**src/hw/rtl/boel_pkg.sv**
```systemverilog
// boel_pkg: shared sizes, command codes and the memory request struct of the
// ordered list engine. No dependencies.
`default_nettype none

package boel_pkg;

	// list capacity and derived widths
	localparam int CAPACITY = 64;
	localparam int DW       = 32;
	localparam int POS_W    = 6;
	localparam int CNT_OW   = 7;
	localparam int AW       = $clog2(CAPACITY);
	localparam int CW       = $clog2(CAPACITY + 1);
	localparam int CMPW     = (CW > POS_W) ? CW : POS_W;

	// command codes
	typedef enum logic [2:0] {
		CMD_INS_HEAD = 3'd0,
		CMD_INS_TAIL = 3'd1,
		CMD_INS_POS  = 3'd2,
		CMD_REM_HEAD = 3'd3,
		CMD_REM_TAIL = 3'd4,
		CMD_REM_POS  = 3'd5,
		CMD_SEARCH   = 3'd6,
		CMD_CLEAR    = 3'd7
	} cmd_t;

	// one cycle of traffic to the entry memory
	typedef struct packed {
		logic          rd_en;
		logic [AW-1:0] rd_addr;
		logic          wr_en;
		logic [AW-1:0] wr_addr;
		logic [DW-1:0] wr_data;
	} mem_req_t;

endpackage

`default_nettype wire

```
**src/hw/rtl/boel_if.sv**
```systemverilog
// boel_if: valid/ready channel interfaces for command requests and results.
// Uses field widths from boel_pkg.
`default_nettype none

interface boel_req_if;
	logic                          valid;
	logic                          ready;
	logic [2:0]                    cmd;
	logic signed [boel_pkg::DW-1:0] item_value;
	logic [boel_pkg::POS_W-1:0]    position;

	modport source (output valid, output cmd, output item_value, output position, input ready);
	modport sink   (input valid, input cmd, input item_value, input position, output ready);
endinterface

interface boel_rsp_if;
	logic                            valid;
	logic                            ready;
	logic                            status;
	logic                            found;
	logic signed [boel_pkg::DW-1:0]  found_value;
	logic [boel_pkg::CNT_OW-1:0]     entry_count;
	logic                            is_empty;

	modport source (output valid, output status, output found, output found_value,
		output entry_count, output is_empty, input ready);
	modport sink   (input valid, input status, input found, input found_value,
		input entry_count, input is_empty, output ready);
endinterface

`default_nettype wire

```
**src/hw/rtl/bounded_ordered_list_engine_core.sv**
```systemverilog
// Ordered list engine: up to CAPACITY signed 32-bit values kept dense in one ram.
// A search reads every entry, a positional insert moves the entries from the position
// up and a positional remove moves those above it; an untaken result holds the engine.
// One request at a time, set by the single ram read port walking the list. Reset
// clears the count and channel state; the ram is not cleared (entries above the count are never read).
`default_nettype none

module bounded_ordered_list_engine_core (
	input  wire logic  clk,
	input  wire logic  arst_n,
	boel_req_if.sink   req,
	boel_rsp_if.source rsp
);

	boel_pkg::mem_req_t       mem_req;
	logic [boel_pkg::DW-1:0]  mem_rdata;

	// sequencer
	boel_ctrl u_ctrl (
		.clk       (clk),
		.arst_n    (arst_n),
		.req       (req),
		.rsp       (rsp),
		.mem_req   (mem_req),
		.mem_rdata (mem_rdata)
	);

	// entry store
	boel_ram #(
		.WIDTH (boel_pkg::DW),
		.DEPTH (boel_pkg::CAPACITY)
	) u_store (
		.clk     (clk),
		.wr_en   (mem_req.wr_en),
		.wr_addr (mem_req.wr_addr),
		.wr_data (mem_req.wr_data),
		.rd_en   (mem_req.rd_en),
		.rd_addr (mem_req.rd_addr),
		.rd_data (mem_rdata)
	);

endmodule

`default_nettype wire

```
**src/hw/rtl/boel_ram.sv**
```systemverilog
// boel_ram: generic simple dual-port ram, one write and one registered read port.
// No dependencies.
`default_nettype none

module boel_ram #(
	parameter int WIDTH = 32,
	parameter int DEPTH = 64
) (
	input  wire logic                     clk,
	input  wire logic                     wr_en,
	input  wire logic [$clog2(DEPTH)-1:0] wr_addr,
	input  wire logic [WIDTH-1:0]         wr_data,
	input  wire logic                     rd_en,
	input  wire logic [$clog2(DEPTH)-1:0] rd_addr,
	output logic      [WIDTH-1:0]         rd_data
);

	logic [WIDTH-1:0] mem_q [DEPTH];

	// write port and registered read port
	always_ff @(posedge clk) begin
		if (wr_en) begin
			mem_q[wr_addr] <= wr_data;
		end
		if (rd_en) begin
			rd_data <= mem_q[rd_addr];
		end
	end

endmodule

`default_nettype wire

```
**src/hw/rtl/boel_ctrl.sv**
```systemverilog
// boel_ctrl: command sequencer of the ordered list engine; decodes a request,
// walks the entry memory to open or close a gap or to search, holds the result.
// Depends on boel_pkg and boel_if.
`default_nettype none

module boel_ctrl (
	input  wire logic                  clk,
	input  wire logic                  arst_n,
	boel_req_if.sink                   req,
	boel_rsp_if.source                 rsp,
	output boel_pkg::mem_req_t         mem_req,
	input  wire logic [boel_pkg::DW-1:0] mem_rdata
);

	typedef enum logic [2:0] {
		ST_IDLE,
		ST_DEC,
		ST_OPEN,
		ST_CLOSE,
		ST_SCAN,
		ST_RESP
	} state_t;

	state_t                          state_q;
	boel_pkg::cmd_t                  cmd_q;
	logic signed [boel_pkg::DW-1:0]  val_q;
	logic [boel_pkg::CMPW-1:0]       pos_q;
	logic [boel_pkg::CW-1:0]         pos_e_q;
	logic [boel_pkg::CW-1:0]         idx_q;
	logic [boel_pkg::CW-1:0]         total_q;
	logic                            fail_q;
	logic                            found_q;
	logic                            rd_vld_s1;
	logic [boel_pkg::AW-1:0]         wr_addr_s1;
	logic                            out_valid_q;
	logic                            out_status_q;
	logic                            out_found_q;
	logic signed [boel_pkg::DW-1:0]  out_fval_q;
	logic [boel_pkg::CNT_OW-1:0]     out_count_q;
	logic                            out_empty_q;

	logic                            full;
	logic                            empty;
	logic [boel_pkg::CMPW-1:0]       total_w;
	logic                            ins_pos_bad;
	logic                            rem_pos_bad;
	logic                            walk_done;
	logic [boel_pkg::AW-1:0]         sh_addr;
	logic                            rsp_free;

	assign full        = total_q == boel_pkg::CW'(boel_pkg::CAPACITY);
	assign empty       = total_q == '0;
	assign total_w     = boel_pkg::CMPW'(total_q);
	assign ins_pos_bad = empty ? (pos_q != '0) : (pos_q >= total_w);
	assign rem_pos_bad = pos_q >= total_w;
	assign walk_done   = !mem_req.rd_en && !rd_vld_s1;
	assign rsp_free    = !out_valid_q || rsp.ready;

	assign req.ready       = state_q == ST_IDLE;
	assign rsp.valid       = out_valid_q;
	assign rsp.status      = out_status_q;
	assign rsp.found       = out_found_q;
	assign rsp.found_value = out_fval_q;
	assign rsp.entry_count = out_count_q;
	assign rsp.is_empty    = out_empty_q;

	// memory traffic: reads walk the list, writes replay delayed read data
	always_comb begin
		mem_req = '0;
		sh_addr = boel_pkg::AW'(idx_q);
		unique case (state_q)
			ST_OPEN: begin
				mem_req.rd_en   = idx_q > pos_e_q;
				mem_req.rd_addr = boel_pkg::AW'(idx_q - boel_pkg::CW'(1));
				sh_addr         = boel_pkg::AW'(idx_q);
				if (rd_vld_s1) begin
					mem_req.wr_en   = 1'b1;
					mem_req.wr_addr = wr_addr_s1;
					mem_req.wr_data = mem_rdata;
				end else if (!mem_req.rd_en) begin
					// gap is open: drop the new value in
					mem_req.wr_en   = 1'b1;
					mem_req.wr_addr = boel_pkg::AW'(pos_e_q);
					mem_req.wr_data = val_q;
				end
			end
			ST_CLOSE: begin
				mem_req.rd_en   = idx_q < total_q;
				mem_req.rd_addr = boel_pkg::AW'(idx_q);
				sh_addr         = boel_pkg::AW'(idx_q - boel_pkg::CW'(1));
				mem_req.wr_en   = rd_vld_s1;
				mem_req.wr_addr = wr_addr_s1;
				mem_req.wr_data = mem_rdata;
			end
			ST_SCAN: begin
				mem_req.rd_en   = idx_q < total_q;
				mem_req.rd_addr = boel_pkg::AW'(idx_q);
			end
			default: begin
				mem_req = '0;
			end
		endcase
	end

	// sequencer, count and result register
	always_ff @(posedge clk or negedge arst_n) begin
		if (!arst_n) begin
			state_q     <= ST_IDLE;
			total_q     <= '0;
			rd_vld_s1   <= 1'b0;
			out_valid_q <= 1'b0;
		end else begin
			rd_vld_s1  <= mem_req.rd_en;
			wr_addr_s1 <= sh_addr;
			// result valid: load from the resp state, drop once taken
			if (state_q == ST_RESP && rsp_free) begin
				out_valid_q <= 1'b1;
			end else if (out_valid_q && rsp.ready) begin
				out_valid_q <= 1'b0;
			end
			unique case (state_q)
				ST_IDLE: begin
					if (req.valid) begin
						cmd_q   <= boel_pkg::cmd_t'(req.cmd);
						val_q   <= req.item_value;
						pos_q   <= boel_pkg::CMPW'(req.position);
						state_q <= ST_DEC;
					end
				end
				ST_DEC: begin
					found_q <= 1'b0;
					unique case (cmd_q)
						boel_pkg::CMD_INS_HEAD: begin
							pos_e_q <= '0;
							idx_q   <= total_q;
							fail_q  <= full;
							state_q <= full ? ST_RESP : ST_OPEN;
						end
						boel_pkg::CMD_INS_TAIL: begin
							pos_e_q <= total_q;
							idx_q   <= total_q;
							fail_q  <= full;
							state_q <= full ? ST_RESP : ST_OPEN;
						end
						boel_pkg::CMD_INS_POS: begin
							pos_e_q <= boel_pkg::CW'(pos_q);
							idx_q   <= total_q;
							fail_q  <= full || ins_pos_bad;
							state_q <= (full || ins_pos_bad) ? ST_RESP : ST_OPEN;
						end
						boel_pkg::CMD_REM_HEAD: begin
							idx_q   <= boel_pkg::CW'(1);
							fail_q  <= empty;
							state_q <= empty ? ST_RESP : ST_CLOSE;
						end
						boel_pkg::CMD_REM_TAIL: begin
							// nothing to shift, the count just drops
							idx_q   <= total_q;
							fail_q  <= empty;
							state_q <= empty ? ST_RESP : ST_CLOSE;
						end
						boel_pkg::CMD_REM_POS: begin
							idx_q   <= boel_pkg::CW'(pos_q) + boel_pkg::CW'(1);
							fail_q  <= rem_pos_bad;
							state_q <= rem_pos_bad ? ST_RESP : ST_CLOSE;
						end
						boel_pkg::CMD_SEARCH: begin
							idx_q   <= '0;
							fail_q  <= 1'b0;
							state_q <= ST_SCAN;
						end
						boel_pkg::CMD_CLEAR: begin
							total_q <= '0;
							fail_q  <= 1'b0;
							state_q <= ST_RESP;
						end
						default: begin
							fail_q  <= 1'b0;
							state_q <= ST_RESP;
						end
					endcase
				end
				ST_OPEN: begin
					if (mem_req.rd_en) begin
						idx_q <= idx_q - boel_pkg::CW'(1);
					end
					if (walk_done) begin
						total_q <= total_q + boel_pkg::CW'(1);
						state_q <= ST_RESP;
					end
				end
				ST_CLOSE: begin
					if (mem_req.rd_en) begin
						idx_q <= idx_q + boel_pkg::CW'(1);
					end
					if (walk_done) begin
						total_q <= total_q - boel_pkg::CW'(1);
						state_q <= ST_RESP;
					end
				end
				ST_SCAN: begin
					if (mem_req.rd_en) begin
						idx_q <= idx_q + boel_pkg::CW'(1);
					end
					if (rd_vld_s1 && (mem_rdata == val_q)) begin
						found_q <= 1'b1;
					end
					if (walk_done) begin
						state_q <= ST_RESP;
					end
				end
				ST_RESP: begin
					if (rsp_free) begin
						out_status_q <= fail_q;
						out_found_q  <= found_q;
						out_fval_q   <= found_q ? val_q : '0;
						out_count_q  <= boel_pkg::CNT_OW'(total_q);
						out_empty_q  <= empty;
						state_q      <= ST_IDLE;
					end
				end
				default: begin
					state_q <= ST_IDLE;
				end
			endcase
		end
	end

	// a shift never reads the entry it writes in the same cycle
	a_no_rw_clash: assert property (@(posedge clk) disable iff (!arst_n)
		mem_req.rd_en && mem_req.wr_en |-> mem_req.rd_addr != mem_req.wr_addr)
		else $error("read and write hit the same entry");

	// count never exceeds capacity
	a_total_bound: assert property (@(posedge clk) disable iff (!arst_n)
		total_q <= boel_pkg::CW'(boel_pkg::CAPACITY))
		else $error("entry count above capacity");

	// a search never modifies the store
	a_scan_no_write: assert property (@(posedge clk) disable iff (!arst_n)
		state_q == ST_SCAN |-> !mem_req.wr_en)
		else $error("write during search");

	// an accepted request is decoded in the next cycle
	a_accept_dec: assert property (@(posedge clk) disable iff (!arst_n)
		req.valid && req.ready |=> state_q == ST_DEC)
		else $error("accepted request not decoded");

	// a result is loaded only into a free output register
	a_rsp_load: assert property (@(posedge clk) disable iff (!arst_n)
		state_q == ST_RESP && out_valid_q && !rsp.ready |=> state_q == ST_RESP)
		else $error("result overwrote a pending one");

endmodule

`default_nettype wire

```
**src/flat_wrapper.sv**
```systemverilog
// flat-port wrapper written by rule: the top's interface ports become plain ports
module bounded_ordered_list_engine_core_flat 
  (clk, arst_n, req_valid, req_cmd, req_item_value, req_position, req_ready, rsp_valid, rsp_status, rsp_found, rsp_found_value, rsp_entry_count, rsp_is_empty, rsp_ready);
  boel_req_if req_i ();
  boel_rsp_if rsp_i ();
  input  wire logic clk;
  input  wire logic arst_n;
  input wire logic [$bits(req_i.valid)-1:0] req_valid;
  input wire logic [$bits(req_i.cmd)-1:0] req_cmd;
  input wire logic [$bits(req_i.item_value)-1:0] req_item_value;
  input wire logic [$bits(req_i.position)-1:0] req_position;
  output wire logic [$bits(req_i.ready)-1:0] req_ready;
  output wire logic [$bits(rsp_i.valid)-1:0] rsp_valid;
  output wire logic [$bits(rsp_i.status)-1:0] rsp_status;
  output wire logic [$bits(rsp_i.found)-1:0] rsp_found;
  output wire logic [$bits(rsp_i.found_value)-1:0] rsp_found_value;
  output wire logic [$bits(rsp_i.entry_count)-1:0] rsp_entry_count;
  output wire logic [$bits(rsp_i.is_empty)-1:0] rsp_is_empty;
  input wire logic [$bits(rsp_i.ready)-1:0] rsp_ready;
  assign req_i.valid = req_valid;
  assign req_i.cmd = req_cmd;
  assign req_i.item_value = req_item_value;
  assign req_i.position = req_position;
  assign req_ready = req_i.ready;
  assign rsp_valid = rsp_i.valid;
  assign rsp_status = rsp_i.status;
  assign rsp_found = rsp_i.found;
  assign rsp_found_value = rsp_i.found_value;
  assign rsp_entry_count = rsp_i.entry_count;
  assign rsp_is_empty = rsp_i.is_empty;
  assign rsp_i.ready = rsp_ready;
  bounded_ordered_list_engine_core u_core (.clk(clk), .arst_n(arst_n), .req(req_i), .rsp(rsp_i));
endmodule
```
**config.mk**
```make
export PLATFORM = sky130hd
export DESIGN_NAME = bounded_ordered_list_engine_core_flat
export DESIGN_NICKNAME = d
export VERILOG_FILES = /design/src/hw/rtl/boel_pkg.sv /design/src/hw/rtl/boel_if.sv /design/src/hw/rtl/bounded_ordered_list_engine_core.sv /design/src/hw/rtl/boel_ram.sv /design/src/hw/rtl/boel_ctrl.sv /design/src/flat_wrapper.sv
export SDC_FILE = /design/constraint.sdc
export NUM_CORES = 2
export LEC_CHECK = 0
export BUFFER_PORTS_ARGS = -buffer_cell sky130_fd_sc_hd__clkbuf_2
export CAP_MARGIN = 10
export CORE_UTILIZATION = 32
export DETAILED_ROUTE_END_ITERATION = 10
export GPL_TIMING_DRIVEN = 0
export PLACE_DENSITY = 0.54
export SLEW_MARGIN = 20
export SYNTH_ARGS = -nofsm -noshare
export SYNTH_HDL_FRONTEND = slang
export SYNTH_SLANG_ARGS = --single-unit
```
**constraint.sdc**
```tcl
create_clock -name clk -period 7.64 [get_ports clk]
set_clock_uncertainty 0.2 [all_clocks]
set_input_delay 0.382 -clock clk [delete_from_list [all_inputs] [get_ports clk]]
set_output_delay 0.382 -clock clk [all_outputs]
set_load 0.01 [all_outputs]
```
==> flow_summary.json <==
{
  "status": "complete, no violations",
  "finalCritPeriodShare_pct": 75.3,
  "worst-path-max-fanout": 10,
  "synth_area_leaders": "edfxtp_1 77%, mux4_2 14%, a22oi_1 2.4%, a21oi_1 0.91%, clkbuf_1 0.43%",
  "cts_made_buffers": 219,
  "initial_utilization_pct": 32.2,
  "min_period_ps": 5750,
  "synth_edf_count": 2185,
  "max_freq_mhz": 174,
  "place_hpwl_microns": 169000,
  "ctsRootBufferMaster": "clkbuf_16",
  "fin_area_sq_um": 101000,
  "drv_slew": 0,
  "yosysWarnings": 0,
  "p_leak_uw": 0.0316,
  "synth.distinct_cells": 62,
  "dieArea_sq_um": 267000,
  "power_density_nw_per_um2": 349,
  "drive_gt1_share_pct": 27.9,
  "min-delay-start": "req_position[1]",
  "ys_async_sr_fraction_pct": 0.546,
  "clockBufferDepth": 3,
  "r2r_start": "u_core.u_ctrl.idx_q[0]",
  "worst-setup-path-type": "flop to flop",
  "vdd_drop_max_mv": 0.225,
  "syn_nets": 3949,
  "final_antenna_net_count": 0,
  "drt_iter0_drc": 4892,
  "synth-seq-cells": 2197,
  "syn_inst": 3875,
  "yosysTopAreaCellShare_pct": 77.5,
  "floorplan.rows": 188,
  "h-tree-depth": 4,
  "port_buffers": 88,
  "worst_slew_pin_slew_ps": 1140,
  "synth-main-ff-cell": "edfxtp_1",
  "wl_microns": 246000,
  "via_per_inst": 5.33,
  "crit_required_ps": 8030,
  "syn_to_final_growth_pct": 19.0,
  "post-cts-setup-buffers": 0,
  "ys_seq_area_share_pct": 77.8,
  "fin_cells": 8158,
  "drc": 0,
  "hold_violations": 0,
  "postSynthAreaPerCell_sq_um": 21.9,
  "clk_pin_slew_ps": 70,
  "antenna_found_initial": 23,
  "postPlaceCellArea_sq_um": 92900,
  "setup_violations": 0,
  "ios": 89,
  "first_global_vias": 43182,
  "synth.cell_area_sq_um": 84700,
  "rsz0062_at_grt": "false",
  "grt_max_degree": 65,
  "cap_violations": 0,
  "whs_ps": 78.3,
  "overflow": 0,
  "track_usage_pct": 18.4,
  "dieHeight_microns": 516,
  "worstPathArrival_ps": 6150,
  "worstSetupEndpointType": "flop",
  "die_w_microns": 516,
  "gp_congestion": 0.928,
  "maxSlewHeadroom_pct": 24.1,
  "coreArea_sq_um": 263000,
  "clkLatencyLatePin_ps": 880,
  "hp-class": "primary input to flop",
  "dr.pass1.iters": 6,
  "cp-startpoint": "u_core.u_ctrl.idx_q[0]",
  "nNetsFinal": 4524,
  "synth_top_cell_by_area": "edfxtp_1",
  "vias": 43509,
  "cts.sinks": 2197,
  "wl_per_cell_microns": 30.2,
  "critPathLaunchType": "flop",
  "placed_cells": 7658,
  "grt_pass1_wl_microns": 341000,
  "cts_tree": "done"
}
==> sequential cells by signal (all words and copies together), names as in the netlist, 6 cells and up <==
name and flops:
u_core.u_ctrl.pos_e_q 7, u_core.u_ctrl.wr_addr_s1 6, u_core.u_ctrl.pos_q 6, u_core.u_ctrl.idx_q 7, u_core.u_store.rd_data 32, u_core.u_ctrl.total_q 7
u_core.u_ctrl.val_q 32, u_core.u_ctrl.rsp.found_value 32, u_core.u_ctrl.rsp.entry_count 7, u_core.u_store.mem_q 2048
==> placed cells by master (no fill, tap or decap), drive strengths merged, types with 5 or more instances in the layout <==
master | netlist | final
a21oi | 154 | 154
a31oi | 7 | 7
or2 | 5 | 5
nand4 | 12 | 12
xnor2 | 38 | 38
a21o | 7 | 7
o211ai | 6 | 6
clkinvlp | 0 | 11
o31ai | 5 | 5
nor2b | 7 | 7
buf | 114 | 296
edfxtp | 2185 | 2185
nor3 | 33 | 33
and2 | 38 | 38
o21ai | 27 | 27
o21a | 5 | 5
mux4 | 512 | 512
a31o | 5 | 5
dlygate4sd3 | 0 | 84
a22oi | 270 | 270
nand3 | 16 | 16
or4 | 34 | 34
nand2b | 6 | 6
ha | 28 | 28
xor2 | 8 | 8
bufinv | 0 | 20
o22ai | 9 | 9
diode | 0 | 15
and3 | 8 | 8
nor2 | 76 | 76
clkbuf | 96 | 447
nand2 | 46 | 46
inv | 25 | 31
dfrtp | 12 | 12
mux2i | 5 | 5
clkinv | 1 | 100
a22o | 31 | 31
==> worst max-delay path: stages, from the launching register on <==
cell and delay [ps]:
edfxtp_1 530, inv_1 230, ha_1 410, o22ai_1 110, a22oi_1 500, buf_4 260, clkbuf_1 810, buf_1 680
mux4_2 420, a22oi_1 360, a21oi_1 280, or4_1 660
==> path summary, 6_finish.rpt <==
| kind | slack [ps] | depth (start not counted) | end |
|---|---|---|---|
| max in group asynchronous | 6000 | 3 | u_core.u_ctrl.state_q[1] |
| setup reg to reg | 1890 | 11 | u_core.u_store.rd_data[11] |
| setup / recovery | 1890 | 11 | u_core.u_store.rd_data[11] |
| hold reg to reg | 330 | 0 | u_core.u_ctrl.rsp.status |
| hold / removal | 80 | 2 | u_core.u_ctrl.pos_q[1] |
| min in group asynchronous | 770 | 3 | u_core.u_ctrl.total_q[5] |
==> power breakdown <==
group	internal (uW)	switching, uW	total [uW]
Sequential	14200	243	14400
Clock	5970	4650	10600
Combinational	3710	6400	10100
Total	23800	11300	35100
==> cell type report <==
class,count,area (sq um)
clock buffers,263,5670
clock inverters,136,1370
repair buffers,354,3910
diodes,15,37.5
flip-flops and latches,2197,65900
fillers,23590,162000
plain buffers,210,996
inverters,26,97.6
well taps,3515,4400
multi-input cells,1442,18400
==> logic make-up (layout without fill, tap and decap cells) <==
kind of cell | Yosys count | count (layout) | share of synthesized area [%]
DFF | 2197 | 2197 | 77.8
and+or+nand+nor | 297 | 297 | 1.84
buffers and inverters | 236 | 989 | 1.28
muxes | 517 | 517 | 13.7
xor gates and xnor gates | 46 | 46 | 0.476
AOI/OAI and AO/OA | 553 | 553 | 4.45
other | 0 | 15 | 0
adders and majority gates | 29 | 29 | 0.437
==> stage by stage <==
step	TNS [ps]	utilization [%]	total power, uW	setup slack, ps
floorplan	0	-	20400	2480
finish	0	38.4	35100	1890
global placement	-380570	34.1	24400	-1120
CTS	0	38.3	35400	1850
global route	0	38.4	36200	1700
detailed placement	0	35.3	24800	1920
==> metal layers <==
metal	global-route usage (%)	part of all wire [%]	wire, microns	vias to the layer above
met5	0	0.014	35	-
met4	8.09	4.6	11300	6
met3	3.98	8.1	19900	379
met2	28.0	46	113000	1874
met1	25.2	42	102000	23517
li1	-	-	-	17733
==> synthesized netlist by cell type (all sizes together) (7+ instances only) <==
cell type / instances
a21o: 7
a21oi: 154
a22o: 31
a22oi: 270
a31oi: 7
and2: 38
and3: 8
buf: 114
clkbuf: 96
dfrtp: 12
edfxtp: 2185
ha: 28
inv: 25
mux4: 512
nand2: 46
nand3: 16
nand4: 12
nor2: 76
nor2b: 7
nor3: 33
o21ai: 27
o22ai: 9
or4: 34
xnor2: 38
xor2: 8
==> timing repair <==
item	4_1_cts	5_1_grt
endpoints found under the hold margin	64	0
resized for setup	0	0
hold buffers	84	0
No activity file was read; power rests on OpenSTA's default activity.
